### src/design/lef3_pkg.sv
// Shared types and constants for the 3x3 Laplacian edge filter.
// No dependencies; every other design file refers to this package by scoped names.
`timescale 1ns / 1ps
`default_nettype none

package lef3_pkg;

  localparam int PIX_W      = 8;
  localparam int DIM_W      = 11;
  localparam int CFG_IDX_W  = 2;
  localparam int CFG_DATA_W = 11;

  typedef logic [PIX_W-1:0] pixel_t;

  // Register indexes on the configuration port
  typedef enum logic [CFG_IDX_W-1:0] {
    CFG_IMAGE_WIDTH  = 2'd0,
    CFG_IMAGE_HEIGHT = 2'd1,
    CFG_MAX_LEVEL    = 2'd2
  } cfg_reg_t;

  // Position flags for one accepted pixel
  typedef struct packed {
    logic res;   // pixel completes an interior window
    logic last;  // that window is the final one of the image
  } pos_info_t;

  // One new window column: two rows from the line stores and the incoming pixel
  typedef struct packed {
    pixel_t top;
    pixel_t mid;
    pixel_t bot;
  } column_t;

endpackage

`default_nettype wire

### src/design/lef3_kernel.sv
// 3x3 window and 4-neighbour Laplacian with clamp and inversion.
// Depends on lef3_pkg; the window shifts in one column per advance.
`timescale 1ns / 1ps
`default_nettype none

module lef3_kernel (
  input  wire logic              clk,
  input  wire logic              rst,
  input  wire logic              shift,
  input  wire lef3_pkg::column_t col_in,
  input  wire lef3_pkg::pixel_t  max_level,
  output lef3_pkg::pixel_t       edge_value
);

  // Only the taps the kernel reads are kept: middle column and the left tap
  lef3_pkg::pixel_t win_top, win_mid, win_bot, win_left;
  logic signed [11:0] lap;
  lef3_pkg::pixel_t   clamped;

  always_ff @(posedge clk) begin
    if (rst) begin
      win_top  <= '0;
      win_mid  <= '0;
      win_bot  <= '0;
      win_left <= '0;
    end else if (shift) begin
      win_top  <= col_in.top;
      win_mid  <= col_in.mid;
      win_bot  <= col_in.bot;
      win_left <= win_mid;
    end
  end

  // After the shift: up = win_top, down = win_bot, left = win_left,
  // right = incoming mid, centre = win_mid
  always_comb begin
    lap = $signed({4'b0, win_top}) + $signed({4'b0, win_bot})
        + $signed({4'b0, win_left}) + $signed({4'b0, col_in.mid})
        - $signed({2'b0, win_mid, 2'b0});
    if (lap[11]) begin
      clamped = '0;
    end else if (lap[10:0] > {3'b0, max_level}) begin
      clamped = max_level;
    end else begin
      clamped = lap[7:0];
    end
    edge_value = max_level - clamped;
  end

endmodule

`default_nettype wire

### config.mk
export PLATFORM = sky130hd
export DESIGN_NAME = lef3_kernel
export DESIGN_NICKNAME = d
export VERILOG_FILES = /design/src/design/lef3_pkg.sv /design/src/design/lef3_kernel.sv
export SDC_FILE = /design/constraint.sdc
export NUM_CORES = 1
export LEC_CHECK = 0
export BUFFER_PORTS_ARGS = -buffer_cell sky130_fd_sc_hd__buf_4
export CORE_ASPECT_RATIO = 0.5
export CORE_UTILIZATION = 53
export DETAILED_ROUTE_END_ITERATION = 8
export PLACE_DENSITY = 0.75
export SYNTH_ARGS = -nofsm -noshare
export SYNTH_HDL_FRONTEND = slang
export SYNTH_SLANG_ARGS = --single-unit
### constraint.sdc
create_clock -name clk -period 9.5 [get_ports clk]
set_clock_uncertainty 0.15 [all_clocks]
set_input_delay 1.9 -clock clk [delete_from_list [all_inputs] [get_ports clk]]
set_output_delay 1.9 -clock clk [all_outputs]
set_load 0.01 [all_outputs]
==> results list, run 1 <==
- The number of different library cells used by synthesis comes to 48.
- TritonCTS built the clock tree.
- Clock share of power: 8.4%
* Worst hold-check path type: reg2reg
* First-pass GRT wire length: 11.3 mm
- VDD sags by at most 0.196 mV.
- At the later pin of the worst-skew pair, clock insertion delay measures 290 ps.
- Setup violations remaining at the end of the flow were counted as 0.
- Aggregate global routing overflow: 0
- Type of the worst setup path: in2out
- In this run, synthesis produced a sequential element count of 32.
- Using the TritonRoute via totals, the vias-per-cell ratio works out to 5.43.
- The number of global-route vias before repair came to 2519.
- Max Cap Viol: 0
- In the global route stage, overall resource usage came out at 25.9%.
- Chip Width: 107 µm
- Dividing the detail-routed wire length by the instance count gives 16.6 µm.
- Share of the cycle needed by the critical path after routing: 99.6%
- Final Net Count: 506
- Mean post-synth cell area: 9.09 µm²
- Total power consumption of the routed design: 0.00130 W
* Fraction of met2 tracks used by global routing: 44.7%
- Net switching power figure: 0.000537 W
- CTS clock-pin slew for the worst setup and hold paths: 70 ps
- Detailed placement HPWL: 4.74 mm
* Placeable core region: 0.00513 mm²
- From bottom edge to top edge, the die measures 54.6 µm.
* Wire length reported by the detailed router: 8.14 mm
- Setup slack on the worst reg-to-reg path comes out at 8580 ps.
* Sequential share of power: 11.3%
- The synthesized netlist occupies a cell area of 0.00294 mm².
- Fraction of final layout cells sized beyond drive strength 1: 38.7%
* Start point of the worst min-delay path: win_bot[1]
* Gp weighted congestion: 0.810
- Net switching is 41.2% of the power.
* Actual transition at the worst max-transition pin: 546 ps
- Count of buffers from port buffering: 42
- P per Cell Area: 321 mW/mm²
* Sequential-to-total area share from yosys stat: 21.8%
- The number of buffers and inverters on the critical path is 7.
* End of the worst register-to-register path: win_mid[0]
* Worst flop-to-flop path startpoint: win_mid[0]
* Buffer type at the clock tree root: sky130_fd_sc_hd__clkbuf_8
* Level count of the clock H-tree: 2
- The internal power of the cells totals 0.000767 W.
- The library cells used most frequently in the layout, excluding fill and tap cells, are sky130_fd_sc_hd__buf_4, sky130_fd_sc_hd__inv_1, sky130_fd_sc_hd__nor2_1.
- Sum of negative setup slack: 0 ps
- Placed Cells incl. Taps: 447
* Synth Net Count: 411
- On the final layout, the worst hold slack is 348 ps.
- Status: finished clean
* Most frequent standard cell in the layout excluding fill and tap cells: sky130_fd_sc_hd__buf_4
- From synthesis to final layout, the design area changed by 38.2%.
* Req. time, crit path: 7450 ps
- The number of hold violations in the final report was 0.
- Pin count of the biggest net entering global routing: 33
- Final period demand of the worst path: 9470 ps
- Yosys warns: 0
- Global-route track usage on met3: 3.33%
* Crit start category: input port
- Number of buffers created by CTS: 5
- The number of antenna diodes in the final layout is 0.
* Top-Level Pins: 43
* Initial Utilization: 57.2%
- Final routed DRC violation total: 0
- Post-synthesis instance total: 323
- Derived from the worst setup path, the maximum achievable clock frequency is 0.106 GHz.
- Leaving out filler cells and counting taps, the final layout contains 489.
- The worst setup path is captured at an output pin.
- The routed layout has 2653 vias.
- The first detailed-routing pass ran for 4 iterations.
- Fillers: 290
- Critical-path cell with the highest stage delay: sky130_fd_sc_hd__fa_1
* TritonCTS Sinks: 32
* Detailed router's first-iteration violation count: 142
* Endpoint of the worst hold-timing path: win_bot[1]
- Pins Over Slew Limit: 0
- Depth of the worst hold-timing path: 2
* Leakage power total: 2.01 nW
* Peak fanout along the critical path: 7
* Most used routing layer: met2
- Initial antenna violation count: 0
* Row count: 18
- Max Root-Sink Buffers: 2
- Area of the die: 0.00586 mm²
* Worst R2R Path Depth: 2
* Share of power burned in combinational logic: 80.3%
- Unrepaired setup endpoints after global routing: true
- Longest individual stage delay on the worst path: 530 ps
- The detail route stage leaves a number of antenna-violating nets equal to 0.
- The kind of cell with the highest combined delay along the critical path is adder cells.
- End-of-flow core utilization: 79.0%
- Met1 track utilization from global routing: 32.0%
* Critical Path AT: 7420 ps
- Measured against its own limit, the worst slew margin works out to 63.5%.
-- how the worst max path moves through the flow --
| stage | to | slack [ps] | start | cells after the start |
|---|---|---|---|---|
| 5_1_grt | edge_value[6] | -170 | col_in[11] | 27 |
| 3_5_place_dp | edge_value[6] | -280 | col_in[11] | 27 |
| 2_1_floorplan | edge_value[6] | 160 | col_in[10] | 22 |
| 6_report | edge_value[6] | 30 | col_in[15] | 26 |
| 4_1_cts | edge_value[6] | 8 | col_in[10] | 24 |
| 3_3_place_gp | edge_value[7] | -80 | col_in[11] | 25 |
-- routing by layer --
layer  up-vias  wire length [µm]
li1       1252                 -
met1      1255              3490
met2       120              3920
met3        26               487
met4         0               241
met5         -                 0
-- worst reg2reg max path: stages, from the launching register on --
cell,delay [ps]
sky130_fd_sc_hd__dfxtp_1,340
sky130_fd_sc_hd__mux2i_1,240
sky130_fd_sc_hd__nor2_1,70
-- sequential cells by signal (all words and copies together), names as in the netlist --
signal / flops
win_bot: 8
win_left: 8
win_mid: 8
win_top: 8
-- per-stage QoR --
step | instance area [µm²] | setup slack [ps]
final | 4060 | 34.0
after CTS | 3820 | 8.47
after global placement | 3450 | -83.9
after detailed placement | 3450 | -278
after global routing | 4060 | -169
after floorplan | 2940 | 157
-- cell usage after synthesis (all sizes together) --
library cell | n | area share, %
and2b | 1 | 0.30
a311o | 1 | 0.34
o21bai | 1 | 0.26
a2111o | 1 | 0.38
a21o | 4 | 1.2
and4 | 2 | 0.64
xor2 | 4 | 1.2
a31oi | 1 | 0.21
o21ai | 6 | 1.0
nor3 | 2 | 0.72
a211oi | 2 | 0.68
mux2i | 34 | 12
nor2 | 43 | 5.5
fa | 23 | 16
and2 | 1 | 0.26
o22ai | 2 | 0.64
buf | 4 | 0.77
o31a | 1 | 0.30
nor3b | 1 | 0.26
nor2b | 4 | 0.85
nand3b | 1 | 0.26
dlygate4sd1 | 1 | 0.30
a21oi | 12 | 2.0
and3 | 1 | 0.21
nand4 | 2 | 0.43
a22oi | 2 | 1.4
inv | 54 | 6.9
or2 | 1 | 0.21
o41ai | 2 | 0.85
nand2b | 2 | 0.43
a221oi | 2 | 0.60
ha | 30 | 13
nand3 | 3 | 0.51
nor4b | 1 | 0.51
clkbuf | 4 | 0.51
mux2 | 7 | 2.7
or2b | 1 | 0.30
nand2 | 21 | 2.7
xnor2 | 6 | 1.8
dfxtp | 32 | 22
-- repair_timing --
item	CTS	global route
endpoints found under the hold margin	0	0
pin swaps	8	40
resized for setup	10	39
setup buffers	29	7
hold buffers	0	0
setup endpoints to repair	4	5
-- cell families (layout without fill, tap and decap cells) --
family / after synthesis / after routing / share of synthesized area, %
compound gates: 37 / 37 / 9.93
simple gates: 87 / 87 / 14.1
xor+xnor: 10 / 10 / 2.98
fa+ha+maj: 53 / 53 / 28.5
flops: 32 / 32 / 21.8
buf+inv: 63 / 159 / 8.48
mux: 41 / 41 / 14.3
-- power groups by stage --
stage	clock network (W)	registers, W	logic [W]
CTS	0.000112	0.000147	0.000811
detailed placement	0	0.000150	0.000577
finish	0.000110	0.000147	0.00105
global route	0.000118	0.000148	0.00110
floorplan	0	0.000149	0.000383
global placement	0	0.000150	0.000554
-- final cells by class --
class	count	area, µm²	share of cell area, %
clock buffers	7	86.3	2.13
inverters	54	203	4.99
clock inverters	1	7.51	0.185
repair buffers	97	743	18.3
flip-flops and latches	32	641	15.8
multi-input cells	228	2290	56.4
well taps	70	87.6	2.16
(Power assumes the default switching activity.)
==> inputs of run 2 (changes only) <==
--- a/config.mk
+++ b/config.mk
@@ -5,11 +5,14 @@
 export SDC_FILE = /design/constraint.sdc
 export NUM_CORES = 1
 export LEC_CHECK = 0
+export ABC_AREA = 1
 export BUFFER_PORTS_ARGS = -buffer_cell sky130_fd_sc_hd__buf_4
+export CELL_PAD_IN_SITES_DETAIL_PLACEMENT = 1
+export CELL_PAD_IN_SITES_GLOBAL_PLACEMENT = 2
 export CORE_ASPECT_RATIO = 0.5
-export CORE_UTILIZATION = 53
+export CORE_UTILIZATION = 30
 export DETAILED_ROUTE_END_ITERATION = 8
-export PLACE_DENSITY = 0.75
+export PLACE_DENSITY = 0.73
 export SYNTH_ARGS = -nofsm -noshare
 export SYNTH_HDL_FRONTEND = slang
 export SYNTH_SLANG_ARGS = --single-unit
==> run 2 against run 1 <==
  * Final cell count up 12%
  * Largest cell class unchanged
  * Clock-buffer cell count fell by 1
  * Via count fell by 8.5%
  * Sequential share of layout area up 1.6 points
  * Fmax up 2.4%
  * Register-to-register slack got worse by 60 ps
  * Synthesized area decreased by 1.1%
  * Final area shrank 9.2%
  * Routed wire length is 8.3% lower
  * Non-clock buffer count is 49 lower
  * Utilization decreased by 38 points
  * Critical path type unchanged
  * Synthesized cell count is 15% higher
==> results list, run 2 <==
- The flow ran to the end, and the final reports show no timing, DRC or antenna violations.
* Depth of the worst hold-timing path: 2
- The netlist uses 31 different library cells.
- Sequential standard cell area: 641 µm²
- Peak fanout along the critical path: 7
- Data arrives at the worst endpoint at 7200 ps.
- The initial utilization of the core area, before any placement, comes to 32.1%.
- Number of buffers created by CTS: 5
- Longest individual stage delay on the worst path: 530 ps
- The worst register-to-register path ends at win_mid[7].
* Drt wl/cell: 13.6 µm
- Number of global-route vias before repair: 2507
- Sequential cells were found to cover 22.1% of the synthesized design area.
- At the placement stage, the worst setup path has a slack of 12.7 ps.
- Routed via count: 2427
- After routing, the total negative slack on setup checks comes to 0 ps.
* Fillers: 1081
- Post-synthesis instance total: 372
- Across every metal layer, demand over resource in global routing totals 15.2%.
- Pin count of the biggest net entering global routing: 34
- For this run, asynchronously set or reset flops after synthesis account for 0%.
- Die height: 71.6 µm
* Share of the synthesized area in the top cell type: 22.1%
- The clock drives 32 sinks.
- Setup violations remaining at the end of the flow were counted as 0.
- The worst hold path begins at win_top[1].
- The first global-routing pass estimated 12.0 mm of wire.
- Worst hold-check path type: reg2reg
- The number of hold violations in the final report came to 0.
- Setup slack closes at 255 ps.
- Design internal power: 0.000538 W
- The post-route netlist has 24.0% of its cells at a drive strength greater than 1.
- For this design the top-level I/O count stands at 43.
- The Yosys step of the flow raised 0 warnings.
* Level count of the clock H-tree: 2
* Detailed placement HPWL: 5.87 mm
- TritonCTS built the clock tree.
- The die covers 0.0101 mm².
- The worst setup path is of the in2out kind.
- Cell area after synthesis: 0.00290 mm²
* Final routed DRC violation total: 0
* Peak supply drop: 0.0934 mV
* Crit start category: input port
- The count of nets left with antenna violations once routing finished came out at 0.
* List of most frequent post-synthesis cells: sky130_fd_sc_hd__nand2_1, sky130_fd_sc_hd__inv_1, sky130_fd_sc_hd__dfxtp_1
* Endpoint of the worst hold-timing path: win_top[1]
* Share of the cycle needed by the critical path after routing: 97.3%
* Final Net Count: 504
- For this design the ratio of total power to cell area is 261 mW/mm².
- Counting cells, the worst reg-to-reg path comes to 2.
- Most frequent cells in the layout: sky130_fd_sc_hd__nand2_1, sky130_fd_sc_hd__inv_1, sky130_fd_sc_hd__buf_4
* Actual transition at the worst max-transition pin: 955 ps
- Most frequent standard cell in the layout excluding fill and tap cells: sky130_fd_sc_hd__nand2_1
* Post-synth EDFFs: 0
- Combinational cells account for 66.1% of the total power.
* Gp weighted congestion: 0.765
- When the netlist entered floorplanning its net count stood at 460.
* Max Cap Viol: 0
- Aggregate global routing overflow: 0
- Top cells by area in the synthesized netlist: sky130_fd_sc_hd__dfxtp_1, sky130_fd_sc_hd__fa_1, sky130_fd_sc_hd__ha_1
- Req. time, crit path: 7450 ps
- Buffer type at the clock tree root: sky130_fd_sc_hd__clkbuf_16
- In this run the deepest clock path goes through 2 buffers.
* Count of buffers from port buffering: 42
- Library cell with the highest instance count after synthesis: sky130_fd_sc_hd__nand2_1
- Switching share of power: 44.2%
- Element type at the critical path end: output pin
- First-pass DRT Iterations: 4
* Area of combinational cells with multiple inputs: 0.00208 mm²
* Initial antenna violation count: 0
* Setup slack of the worst register-to-register path: 8520 ps
- Final period demand of the worst path: 9250 ps
* Row count: 24
- Measured along the x axis, the die boundary spans 141 µm.
- Clock latency of the later-clocked register in the worst-skew pair: 270 ps
- Using the TritonRoute via totals, the vias-per-cell ratio works out to 4.44.
* Mean post-synth cell area: 7.81 µm²
* Number of diodes added for antenna fixing: 0
- Clock share of power: 18.5%
- Max_slew headroom: 36.2%
- The floorplan step defined a core boundary enclosing 0.00904 mm².
- Of the total power, registers draw 15.4%.
- Detailed router's first-iteration violation count: 63
- The final layout contains routed wiring with a total length of 7.47 mm.
* Cell taking the most area after synthesis: sky130_fd_sc_hd__dfxtp_1
- From synthesis to final layout, the design area changed by 26.9%.
- The most used flip-flop cell after synthesis is sky130_fd_sc_hd__dfxtp_1.
* Flip-flop and latch count after synthesis: 32
* CTS clock-pin slew for the worst setup and hold paths: 50 ps
- The startpoint identified for the worst register-to-register timing path is win_mid[7].
* Pins Over Slew Limit: 0
- Leakage power total: 1.76 nW
- The slowest stage of the critical path is the sky130_fd_sc_hd__fa_1 cell.
- Net switching power figure: 0.000426 W
* Quantity of hold-fixing buffers added after cts: 0
- Maximum clock rate: 0.108 GHz
* Crit path top cell by count: sky130_fd_sc_hd__nand2_1
run 2: cell types whose count changed after synthesis, moves of 4 or more:
cell and change:
sky130_fd_sc_hd__inv_1 +16, sky130_fd_sc_hd__o21ai_0 -4, sky130_fd_sc_hd__a21oi_1 +12, sky130_fd_sc_hd__o211ai_2 +6
sky130_fd_sc_hd__nand3_1 +6, sky130_fd_sc_hd__a211oi_1 +18, sky130_fd_sc_hd__mux2_2 -7, sky130_fd_sc_hd__clkbuf_1 +5
sky130_fd_sc_hd__nand2_2 +8, sky130_fd_sc_hd__mux2i_1 -34, sky130_fd_sc_hd__nor2_1 -14, sky130_fd_sc_hd__nand2_1 +59
sky130_fd_sc_hd__nor2b_1 -4
run 2: power by group through the flow:
stage	Clock (W)	Combinational (W)	Sequential [W]
final	0.000179	0.000637	0.000148
after global routing	0.000190	0.000719	0.000149
after CTS	0.000184	0.000548	0.000148
after detailed placement	0	0.000540	0.000151
after global placement	0	0.000526	0.000151
after floorplan	0	0.000390	0.000150
run 2: area by class of cell:
cell class	instances	area share, %
Clock buffer	6	3.50
Tap cell	130	4.41
Inverter	71	7.23
Timing Repair Buffer	48	9.98
Multi-Input combinational cell	258	56.6
Clock inverter	2	0.950
Sequential cell	32	17.4
run 2: routing by layer:
| metal | up-vias | part of all wire (%) | GRT usage [%] |
|---|---|---|---|
| met5 | - | 0 | 0 |
| met4 | 0 | 0.62 | 3.26 |
| met3 | 4 | 3.0 | 2.67 |
| met2 | 40 | 43 | 24.0 |
| met1 | 1122 | 53 | 21.7 |
| li1 | 1261 | - | - |
run 2: worst max-delay path: cells and delay by family:
| kind | cells | cell delay [ps] |
|---|---|---|
| AO/OA/AOI/OAI | 5 | 700 |
| XOR/XNOR | 2 | 350 |
| adder cells (fa/ha/maj) | 7 | 2700 |
| buffers and inverters | 7 | 540 |
| AND/OR/NAND/NOR | 12 | 980 |
run 2: per-stage QoR:
step | cells | hold slack, ps | area [µm²] | util [%] | total power [W]
detailed placement | 534 | 317 | 3340 | 37.0 | 0.000691
global placement | 534 | 312 | 3340 | 37.0 | 0.000677
floorplan | 372 | 293 | 2900 | - | 0.000540
CTS | 542 | 330 | 3510 | 38.8 | 0.000880
global route | 547 | 368 | 3690 | 40.8 | 0.00106
finish | 547 | 328 | 3690 | 40.8 | 0.000964
run 2: kinds of logic after synthesis:
| family | Yosys count | share of synthesized area (%) |
|---|---|---|
| buf+inv | 82 | 10.9 |
| compound gates | 58 | 13.7 |
| fa+ha+maj | 53 | 28.8 |
| flops | 32 | 22.1 |
| simple gates | 137 | 21.4 |
| xor+xnor | 10 | 3.27 |
run 2: worst max-delay path by stage:
| stage | from | to | slack (ps) |
|---|---|---|---|
| 2_1_floorplan | col_in[12] | edge_value[5] | 750 |
| 3_3_place_gp | col_in[12] | edge_value[6] | 150 |
| 3_5_place_dp | col_in[13] | edge_value[6] | 10 |
| 4_1_cts | col_in[13] | edge_value[6] | 0.09 |
| 5_1_grt | col_in[12] | edge_value[6] | -70 |
| 6_report | col_in[13] | edge_value[6] | 250 |
run 2: repair_timing:
item	4_1_cts	5_1_grt
resized for setup	1	29
buffers inserted	0	5
pin swaps	0	13
endpoints found under the setup margin	1	4
