**src/design/lef3_pkg.sv**
```systemverilog
// Shared types and constants for the 3x3 Laplacian edge filter.
// No dependencies; every other design file refers to this package by scoped names.
`timescale 1ns / 1ps
`default_nettype none

package lef3_pkg;

  localparam int PIX_W      = 8;
  localparam int DIM_W      = 11;
  localparam int CFG_IDX_W  = 2;
  localparam int CFG_DATA_W = 11;

  typedef logic [PIX_W-1:0] pixel_t;

  // Register indexes on the configuration port
  typedef enum logic [CFG_IDX_W-1:0] {
    CFG_IMAGE_WIDTH  = 2'd0,
    CFG_IMAGE_HEIGHT = 2'd1,
    CFG_MAX_LEVEL    = 2'd2
  } cfg_reg_t;

  // Position flags for one accepted pixel
  typedef struct packed {
    logic res;   // pixel completes an interior window
    logic last;  // that window is the final one of the image
  } pos_info_t;

  // One new window column: two rows from the line stores and the incoming pixel
  typedef struct packed {
    pixel_t top;
    pixel_t mid;
    pixel_t bot;
  } column_t;

endpackage

`default_nettype wire

```
**src/design/lef3_pos.sv**
```systemverilog
// Column and row counters of the edge filter, with border and end-of-image flags.
// Depends on lef3_pkg.
`timescale 1ns / 1ps
`default_nettype none

module lef3_pos #(
  parameter int MAX_WIDTH  = 1024,
  parameter int MAX_HEIGHT = 1024
) (
  input  wire logic                              clk,
  input  wire logic                              rst,
  input  wire logic                              advance,
  input  wire logic                              frame_start,
  input  wire logic [lef3_pkg::DIM_W-1:0]        image_width,
  input  wire logic [lef3_pkg::DIM_W-1:0]        image_height,
  output logic      [$clog2(MAX_WIDTH)-1:0]      col_idx,
  output lef3_pkg::pos_info_t                    info
);

  localparam int CW  = $clog2(MAX_WIDTH);
  localparam int RW  = $clog2(MAX_HEIGHT);
  localparam int WW0 = $clog2(MAX_WIDTH + 1);
  localparam int HW0 = $clog2(MAX_HEIGHT + 1);
  localparam int WW  = (WW0 > lef3_pkg::DIM_W) ? WW0 : lef3_pkg::DIM_W;
  localparam int HW  = (HW0 > lef3_pkg::DIM_W) ? HW0 : lef3_pkg::DIM_W;

  logic [CW-1:0] col;
  logic [RW-1:0] row;
  logic [CW-1:0] col_cur;
  logic [RW-1:0] row_cur;
  logic [WW-1:0] w_ext, w_eff, w_last, col_x;
  logic [HW-1:0] h_ext, h_eff, h_last, row_x;
  logic          col_end;
  logic [CW-1:0] col_next;
  logic [RW-1:0] row_next;

  // Saturate the programmed size to 3..MAX
  always_comb begin
    w_ext = WW'(image_width);
    h_ext = HW'(image_height);
    if (w_ext < WW'(3)) begin
      w_eff = WW'(3);
    end else if (w_ext > WW'(MAX_WIDTH)) begin
      w_eff = WW'(MAX_WIDTH);
    end else begin
      w_eff = w_ext;
    end
    if (h_ext < HW'(3)) begin
      h_eff = HW'(3);
    end else if (h_ext > HW'(MAX_HEIGHT)) begin
      h_eff = HW'(MAX_HEIGHT);
    end else begin
      h_eff = h_ext;
    end
    w_last = w_eff - WW'(1);
    h_last = h_eff - HW'(1);
  end

  assign col_cur = frame_start ? '0 : col;
  assign row_cur = frame_start ? '0 : row;
  assign col_x   = WW'(col_cur);
  assign row_x   = HW'(row_cur);
  assign col_idx = col_cur;

  assign info.res  = (row_x >= HW'(2)) && (col_x >= WW'(2)) && (col_x < w_eff) && (row_x < h_eff);
  assign info.last = (row_x == h_last) && (col_x == w_last);

  // A column at or past the last one ends the row
  always_comb begin
    col_end = (col_x >= w_last);
    if (col_end) begin
      col_next = '0;
      row_next = (row_x >= h_last) ? '0 : row_cur + RW'(1);
    end else begin
      col_next = col_cur + CW'(1);
      row_next = row_cur;
    end
  end

  always_ff @(posedge clk) begin
    if (rst) begin
      col <= '0;
      row <= '0;
    end else if (advance) begin
      col <= col_next;
      row <= row_next;
    end
  end

endmodule

`default_nettype wire

```
**config.mk**
```make
export PLATFORM = sky130hd
export DESIGN_NAME = lef3_pos
export DESIGN_NICKNAME = d
export VERILOG_FILES = /design/src/design/lef3_pkg.sv /design/src/design/lef3_pos.sv
export SDC_FILE = /design/constraint.sdc
export NUM_CORES = 1
export LEC_CHECK = 0
export BUFFER_PORTS_ARGS = -buffer_cell sky130_fd_sc_hd__buf_4
export CORE_ASPECT_RATIO = 1.75
export CORE_MARGIN = 2
export CORE_UTILIZATION = 50
export DETAILED_ROUTE_END_ITERATION = 10
export PLACE_DENSITY = 0.72
export SYNTH_ARGS = -nofsm -noshare
export SYNTH_HDL_FRONTEND = slang
export SYNTH_SLANG_ARGS = --single-unit
```
**constraint.sdc**
```tcl
create_clock -name clk -period 4.7 [get_ports clk]
set_input_delay 0.705 -clock clk [delete_from_list [all_inputs] [get_ports clk]]
set_output_delay 0.705 -clock clk [all_outputs]
set_load 0.005 [all_outputs]
```
==> impl_metrics.ini, run 1 <==
[yosys]
syn_area_sq_um = 2890
syn_nets = 458
async_flop_share = 0
synth_cells = 386
synth-warning-count = 0
synthFlopType = dfxtp_1
synth-seq-cells = 20
yosysUniqueCellTypes = 64
ys_seq_area_frac = 0.138
postSynthAreaPerCell_sq_um = 7.50
synth-edff-count = 0

[placed_design]
postPlaceCellArea_sq_um = 3280
hpwl_um = 6640
place_inst = 494
io_buffers = 37
place_congestion = 0.898
pre_cts_ws_ns = 0.219

[power]
p_switching_uw = 142
seqPwrFrac = 0.355
powerDensity_nw_per_um2 = 145
p_sw_frac = 0.293
intPower_uw = 342
leakage_nw = 1.41
peakVddDrop_mv = 0.144
clkPwrFrac = 0.361
p_comb_frac = 0.284

[run_status]
status = completed

[timing]
min_period_ns = 4.49
finalHoldViolCount = 0
clock_skew_ns = 0.00406
fmaxAchievable_mhz = 223
finalSetupViolations = 0
period_share = 0.956
rsz0062_at_grt = false
slew-limit-headroom = 0.513
worst_slew_pin_slew_ns = 0.725
fin_ws_ns = 0.206
setup_tns_ns = 0
maxSlewViolCount = 0

[clock_network]
clk_path_buf_depth = 2
cts.sinks = 20
cts_tree = done
cts.repair.resized = 0
ctsHtreeMaxLevel = 1
cts_root_buffer = clkbuf_8
clk_pin_slew_ns = 0.08
post_cts_buffers = 0
clock_latency_ns = 0.26
cts_inserted_buffers = 3
cts_hold_buf = 0

[setup_path]
startpoint_type = input pin
endpoint_kind = primary output
worstPathRequired_ns = 3.99
critPathMaxFanout = 5
crit_type = in2out
crit_arrival_ns = 3.79

[routing]
routed_wl_um = 8170
viasPerCell = 6.15
avgRoutedWirePerCell_um = 16.4
dr.pass1.iters = 4
drc = 0
num_vias = 3063
antenna_left = 0
first_iter_violations = 84

[floorplanning]
io_pins = 38
core_sq_um = 5590
fp.dieW_um = 61.5
die_h_um = 105
rows = 36
start_util = 0.518
die_area_sq_um = 6440

[final_layout]
area_growth_syn_to_layout_pct = 15.8
layout_commonest_cell = buf_4
final_cell_area_sq_um = 3350
utilization = 0.600
antennaDiodeCount = 0
drive_gt1_frac = 0.145
layout.nets = 495
final_cells = 498
layout_common_cells = 48 x buf_4, 46 x ha_1, 36 x nor2_1, 34 x nand2_1

[flow_run]
maxCapViolCount = 0

[worst_hold_path]
hp-class = reg2reg

[global_route]
globalRouteOverflowTotal = 0
grt_pass1_vias = 2952
grt_antenna_before_repair = 0
grt_pass1_wl_um = 13300
grt_max_degree = 30
track_usage = 0.265
## synthesized netlist by cell type, drive strengths merged (3+ instances only)
cell type  instances  area, sq um
dfxtp             20          400
or3                3         18.8
o31ai              4         30.0
a21o               3         22.5
nand4              5         31.3
inv               13         48.8
a211oi             9         72.6
xnor2              5         43.8
a21oi             23          130
a32o               3         30.0
mux2i              6         60.1
o21ai             23          119
nand3b             3         22.5
o21a               9         67.6
buf                3         20.0
nor2b             21          131
a211o              3         26.3
o22ai              3         18.8
nand2             34          128
nor3              12         60.1
a32oi              3         26.3
o2bb2ai            5         62.6
nand3             18         90.1
xor2               3         26.3
nor2              36          135
ha                46          576
clkbuf            13         48.8
nor4               7         43.8
and3               3         18.8
and2               3         18.8
nand2b            11         68.8
o211ai             3         22.5
## path summary, 6_finish.rpt
check,from,end,slack [ns],cells past startpoint
setup / recovery,image_width[7],info[0],0.21,15
hold / removal,col[4],col[4],0.48,2
setup reg to reg,col[8],col[1],1.93,9
hold reg to reg,col[4],col[4],0.48,2
## final cells by class
class                      count  area (sq um)
multi-input combinational    336          2370
fill                         549          2230
sequential                    20           400
timing repair buffer          48           360
tap                           76          95.1
inverter                      14          52.6
clock buffer                   3          41.3
clock inverter                 1          30.0
## kinds of logic (layout without fill, tap and decap cells)
kind of cell / Yosys count / count (layout) / synth area share
compound gates: 110 / 110 / 0.278
simple gates: 166 / 166 / 0.298
buf+inv: 30 / 66 / 0.0419
mux: 6 / 6 / 0.0208
fa+ha+maj: 46 / 46 / 0.199
flops: 20 / 20 / 0.138
xor+xnor: 8 / 8 / 0.0242
## sequential cells by signal (all words and copies together), names as in the netlist
name and flops:
col 10, row 10
## power by group through the flow
stage	registers (mW)	logic [mW]	clock network, mW
floorplan	0.176	0.0893	0
global placement	0.176	0.134	0
detailed placement	0.176	0.136	0
CTS	0.172	0.137	0.180
global route	0.172	0.154	0.184
finish	0.172	0.137	0.175
## layer usage
layer | global-route usage | wire length [um] | up-vias
li1 | - | - | 1510
met2 | 0.455 | 4280 | 96
met5 | 0 | 0 | -
met3 | 0.0186 | 253 | 43
met1 | 0.290 | 3030 | 1414
met4 | 0.175 | 611 | 0
## critical path: stages
cell	delay, ns
buf_4	0.12
or4_1	0.59
nor4b_4	0.27
o21ai_0	0.16
ha_1	0.30
o21a_1	0.18
nand3_1	0.10
o21ai_0	0.08
a21o_1	0.18
ha_1	0.36
nand3_1	0.09
nor2_1	0.21
nand4_1	0.13
a21oi_1	0.17
buf_4	0.14
## metrics by stage
| step | hold WS [ns] | total power [mW] |
|---|---|---|
| after global placement | 0.452 | 0.310 |
| after floorplan | 0.442 | 0.265 |
| after CTS | 0.477 | 0.489 |
| final | 0.477 | 0.485 |
| after global routing | 0.507 | 0.511 |
| after detailed placement | 0.465 | 0.312 |
(Power assumes the default switching activity.)
==> run 2: changes to the inputs <==
--- a/config.mk
+++ b/config.mk
@@ -5,12 +5,16 @@
 export SDC_FILE = /design/constraint.sdc
 export NUM_CORES = 1
 export LEC_CHECK = 0
+export ABC_AREA = 1
 export BUFFER_PORTS_ARGS = -buffer_cell sky130_fd_sc_hd__buf_4
+export CELL_PAD_IN_SITES_DETAIL_PLACEMENT = 2
+export CELL_PAD_IN_SITES_GLOBAL_PLACEMENT = 2
 export CORE_ASPECT_RATIO = 1.75
 export CORE_MARGIN = 2
-export CORE_UTILIZATION = 50
+export CORE_UTILIZATION = 32
 export DETAILED_ROUTE_END_ITERATION = 10
-export PLACE_DENSITY = 0.72
+export GPL_ROUTABILITY_DRIVEN = 0
+export PLACE_DENSITY = 0.82
 export SYNTH_ARGS = -nofsm -noshare
 export SYNTH_HDL_FRONTEND = slang
 export SYNTH_SLANG_ARGS = --single-unit
==> run 2 against run 1 <==
Flip-flop and latch count unchanged; sequential power grew 4%; clock power up 14%; first-iteration DRC count down 20%; highest routed layer unchanged.
==> impl_metrics.ini, run 2 <==
[yosys]
synth_compound_area_frac = 0.144
synth-warning-count = 0
postSynthAreaPerCell_sq_um = 6.52
ys_seq_area_frac = 0.133
synth_area_leaders = ha_1 19%, dfxtp_1 13%, nand2_1 12%
synth-edff-count = 0
synth-seq-cells = 20
syn_area_sq_um = 3000
yosysMostFrequentCell = nand2_1
async_flop_share = 0
synthSimpleGateAreaFrac = 0.357
yosys.area.top_type = ha_1
synth_xor_area_frac = 0.0671
synth_fa_ha_area_frac = 0.192
yosysUniqueCellTypes = 42
synthFlopType = dfxtp_1
syn_nets = 532
yosysTopAreaCellShare = 0.192
synth_common_cells = 99 x nand2_1, 64 x inv_1, 46 x ha_1
synth_top_family_by_area = simple AND/OR/NAND/NOR gates
synth_mux_area_frac = 0
synth_cells = 460

[power]
p_sw_frac = 0.342
powerDensity_nw_per_um2 = 165
seqPwrFrac = 0.311
clkPwrFrac = 0.347
p_switching_uw = 196
leakage_nw = 1.81
p_comb_frac = 0.342
peakVddDrop_mv = 0.107
intPower_uw = 378
finalPower_uw = 574

[floorplanning]
core_sq_um = 9090
die_area_sq_um = 10200
rows = 46
fp.dieW_um = 77.2
start_util = 0.330
die_h_um = 132
io_pins = 38

[timing]
period_share = 0.920
fmaxAchievable_mhz = 231
finalHoldViolCount = 0
finalSetupViolations = 0
slew-limit-headroom = 0.584
maxSlewViolCount = 0
clock_skew_ns = 0.00414
min_period_ns = 4.32
setup_tns_ns = 0
fin_ws_ns = 0.376
worst_slew_pin_slew_ns = 0.621
rsz0062_at_grt = false

[setup_path]
critPathMaxFanout = 4
crit_buf_inv = 4
endpoint_kind = primary output
slowest_stage = nor4_1
crit_type = in2out
path_cells = buf_4, or2_2, nor4_1, o211ai_1, o21ai_0, inv_1, ha_1, nand2_1, inv_1, nand2_1, xnor2_1, ha_1, nand2_1, nor4b_1, nand3_1, nor2_1, buf_4
regToRegSetupSlack_ns = 2.07
crit_top_cell = nand2_1
worstPathRequired_ns = 3.99
cpPeakStageDelay_ns = 0.37
crit_arrival_ns = 3.62
cp_top_family = simple AND/OR/NAND/NOR gates
startpoint_type = input pin

[worst_hold_path]
hp-class = reg2reg

[placed_design]
hpwl_um = 9250
io_buffers = 37
pre_cts_ws_ns = 0.141
place_inst = 611

[routing]
antenna_left = 0
avgRoutedWirePerCell_um = 17.4
first_iter_violations = 67
routed_wl_um = 10700
drc = 0
viasPerCell = 5.30
dr.pass1.iters = 3
num_vias = 3257

[final_layout]
antennaDiodeCount = 0
area_growth_syn_to_layout_pct = 16.0
drive_gt1_frac = 0.172
layout_commonest_cell = nand2_1
layout.nets = 568
utilization = 0.383
layout_common_cells = 99 x nand2_1, 64 x inv_1, 46 x ha_1, 40 x nor2_1, 40 x buf_4
reg_top3 = col x10, row x10
final_cells = 615

[clock_network]
ctsHtreeMaxLevel = 1
cts_root_buffer = clkbuf_16
clk_pin_slew_ns = 0.06
clock_latency_ns = 0.26
cts_hold_buf = 0
cts.sinks = 20
cts_inserted_buffers = 3
cts_tree = done
clk_path_buf_depth = 2

[global_route]
track_usage = 0.221
globalRouteOverflowTotal = 0
grt_max_degree = 29
grt_pass1_wl_um = 18200
grt_antenna_before_repair = 0
grt_pass1_vias = 3802

[run_status]
status = completed

[flow_run]
maxCapViolCount = 0
## run 2: cell types whose count changed after synthesis, sizes merged, moves of 9 or more
cell and delta:
a21oi +15, clkbuf -10, inv +53, nand2 +74
nand2b -11, nand3 +23, nor2b -21, o21a -9
xor2 +12
## run 2: power groups by stage
| stage | sequential, mW | combinational [mW] | clock (mW) |
|---|---|---|---|
| 3_5_place_dp | 0.182 | 0.198 | 0 |
| 2_1_floorplan | 0.181 | 0.126 | 0 |
| 4_1_cts | 0.179 | 0.199 | 0.204 |
| 6_report | 0.179 | 0.196 | 0.199 |
| 5_1_grt | 0.179 | 0.223 | 0.212 |
| 3_3_place_gp | 0.182 | 0.187 | 0 |
## run 2: path summary, 6_finish.rpt
path                                 to            start  depth (start not counted)
worst max-delay path            info[0]  image_height[7]                         17
worst min-delay path             row[4]           row[4]                          2
worst max register to register   row[2]           col[0]                         16
worst min register to register   row[4]           row[4]                          2
## run 2: repair_timing
action,4_1_cts,5_1_grt
hold endpoints to repair,0,0
resized for setup,0,2
buffers inserted,0,0
endpoints found under the setup margin,0,1
## run 2: stage by stage
stage                     instance area [sq um]  hold WS [ns]
after floorplan                            3000         0.439
after global placement                     3380         0.453
after detailed placement                   3380         0.468
after CTS                                  3470         0.476
after global routing                       3480         0.505
final                                      3480         0.474
## run 2: worst min-delay path, stage by stage, from the launching register on
cell and delay (ns):
dfxtp_1 0.31, nand2_1 0.06, a21oi_1 0.06
## run 2: logic make-up (layout without fill, tap and decap cells)
| logic type | Yosys count | after routing |
|---|---|---|
| simple gates | 223 | 223 |
| compound gates | 72 | 72 |
| buf+inv | 76 | 111 |
| fa+ha+maj | 46 | 46 |
| flops | 20 | 20 |
| xor+xnor | 23 | 23 |
## run 2: per-layer routing
| layer | part of all wire | GRT usage | vias up |
|---|---|---|---|
| met5 | 0 | 0 | - |
| met4 | 0.048 | 0.106 | 0 |
| met3 | 0.020 | 0.0178 | 28 |
| met2 | 0.59 | 0.459 | 56 |
| met1 | 0.34 | 0.206 | 1584 |
| li1 | - | - | 1589 |
## run 2: final cells by class
class / count / area [sq um]
multi-input combinational: 364 / 2290
timing repair buffer: 40 / 300
tap: 120 / 150
inverter: 67 / 254
clock buffer: 4 / 88.8
sequential: 20 / 400
fill: 1157 / 5610
==> run 3: changes to the inputs <==
--- a/config.mk
+++ b/config.mk
@@ -5,13 +5,13 @@
 export SDC_FILE = /design/constraint.sdc
 export NUM_CORES = 1
 export LEC_CHECK = 0
-export ABC_AREA = 1
+export ABC_AREA = 0
 export BUFFER_PORTS_ARGS = -buffer_cell sky130_fd_sc_hd__buf_4
 export CELL_PAD_IN_SITES_DETAIL_PLACEMENT = 2
 export CELL_PAD_IN_SITES_GLOBAL_PLACEMENT = 2
 export CORE_ASPECT_RATIO = 1.75
 export CORE_MARGIN = 2
-export CORE_UTILIZATION = 32
+export CORE_UTILIZATION = 34
 export DETAILED_ROUTE_END_ITERATION = 10
 export GPL_ROUTABILITY_DRIVEN = 0
 export PLACE_DENSITY = 0.82
==> run 3 against run 2 <==
Worst hold slack worse by 0.0038 ns; die area down 8.9%; sequential power down 4%; clock skew down 0.00093 ns; register-to-register slack worse by 0.23 ns; cell area down 0.54%; first-iteration DRC count up 70%; core utilization up 3.6 points; final cell count down 15%; maximum frequency down 3.3%; non-clock buffer count up 14; setup slack worse by 0.15 ns.
==> impl_metrics.ini, run 3 (synthesis gave the netlist of run 1 again) <==
[worst_hold_path]
hp-class = reg2reg
worstHoldPathCells = 2

[global_route]
grt_pass1_wl_um = 17700
grt_max_degree = 30
globalRouteOverflowTotal = 0
grt_pass1_vias = 3425
grt_antenna_before_repair = 0
track_usage = 0.241

[setup_path]
slowest_stage = or4_1
path_depth = 15
cp_top_family = simple AND/OR/NAND/NOR gates
reg2regPathDepth = 10
startpoint_type = input pin
crit_arrival_ns = 3.77
crit_buf_inv = 4
cpPeakStageDelay_ns = 0.59
path_cells = buf_4, or4_1, nor4b_4, buf_4, buf_4, nand2_1, nand2_1, nand2_1, ha_1, a21oi_1, o21ai_0, a31oi_1, o21ai_0, nor3_1, buf_4
critPathMaxFanout = 6
endpoint_kind = primary output
worstPathRequired_ns = 3.99
crit_type = in2out
crit_top_cell = buf_4

[placed_design]
io_buffers = 37
pre_cts_ws_ns = -0.0370
postPlaceCellArea_sq_um = 3340
hpwl_um = 8740
place_inst = 515

[power]
leakage_nw = 1.45
clkPwrFrac = 0.384
p_comb_frac = 0.287
intPower_uw = 363
peakVddDrop_mv = 0.112
p_switching_uw = 161
seqPwrFrac = 0.329
powerDensity_nw_per_um2 = 151
p_sw_frac = 0.308
finalPower_uw = 524

[timing]
finalSetupViolations = 0
setup_tns_ns = 0
maxSlewViolCount = 0
clock_skew_ns = 0.00321
slew-limit-headroom = 0.459
min_period_ns = 4.47
whs_ns = 0.470
rsz0062_at_grt = false
fmaxAchievable_mhz = 224
worst_slew_pin_slew_ns = 0.809
period_share = 0.951
finalHoldViolCount = 0
fin_ws_ns = 0.228

[final_layout]
layout.nets = 501
seqCellArea_sq_um = 400
utilization = 0.419
antennaDiodeCount = 0
final_cells = 520
final_cell_area_sq_um = 3460
layout_common_cells = 54 x buf_4, 44 x ha_1, 35 x nor2_1, 34 x nand2_1, 21 x nor2b_1
drive_gt1_frac = 0.166
multi_input_area_sq_um = 2400
fill_cells = 957
area_growth_syn_to_layout_pct = 19.6
reg_top3 = col x10, row x10
layout_commonest_cell = buf_4

[clock_network]
clk_pin_slew_ns = 0.06
cts_tree = done
clk_path_buf_depth = 2
cts.sinks = 20
cts_inserted_buffers = 3
ctsHtreeMaxLevel = 1
clock_latency_ns = 0.26
cts_root_buffer = clkbuf_16
cts_hold_buf = 0

[run_status]
status = completed

[routing]
drc = 0
avgRoutedWirePerCell_um = 21.0
viasPerCell = 6.16
routed_wl_um = 10900
num_vias = 3205
first_iter_violations = 114
antenna_left = 0
dr.pass1.iters = 4

[floorplanning]
core_sq_um = 8260
io_pins = 38
start_util = 0.350
die_area_sq_um = 9290
die_h_um = 126
rows = 44
fp.dieW_um = 73.7

[flow_run]
maxCapViolCount = 0
-- run 3: final timing paths --
check / from / endpoint / slack [ns]
worst max-delay path: image_width[7] / info[1] / 0.23
worst min-delay path: col[4] / col[4] / 0.47
worst max register to register: col[6] / col[0] / 1.84
worst min register to register: col[4] / col[4] / 0.47
-- run 3: power groups by stage --
stage / clock network [mW] / logic [mW] / registers (mW)
floorplan: 0 / 0.0893 / 0.176
global placement: 0 / 0.140 / 0.176
detailed placement: 0 / 0.147 / 0.176
CTS: 0.202 / 0.149 / 0.172
global route: 0.208 / 0.168 / 0.172
finish: 0.201 / 0.150 / 0.172
-- run 3: final cells by class --
| class | instances | share of cell area |
|---|---|---|
| Clock buffer | 4 | 0.0257 |
| Multi-Input combinational cell | 336 | 0.693 |
| Timing Repair Buffer | 54 | 0.117 |
| Sequential cell | 20 | 0.116 |
| Inverter | 14 | 0.0152 |
| Tap cell | 92 | 0.0333 |
-- run 3: timing repair --
action,CTS,global route
setup endpoints to repair,1,3
endpoints found under the hold margin,0,0
pin swaps,0,1
resized for setup,1,6
buffers inserted,0,1
gates cloned,0,0
-- run 3: worst reg2reg max path, cell delays in order (launching register included) --
cell and delay [ns]:
dfxtp_1 0.35, nor2b_1 0.66, ha_4 0.33, nand3_1 0.14, nor2_4 0.06, a2111oi_4 0.31, buf_4 0.20, a21o_1 0.28
buf_4 0.20, nand3_1 0.09, a21oi_1 0.16
-- run 3: per-layer routing --
metal  vias to the layer above  GRT usage  routed length, um
li1                       1523          -                  -
met1                      1617      0.256               4040
met2                        46      0.474               6400
met3                        19     0.0112                146
met4                         0     0.0866                306
met5                         -          0                  0
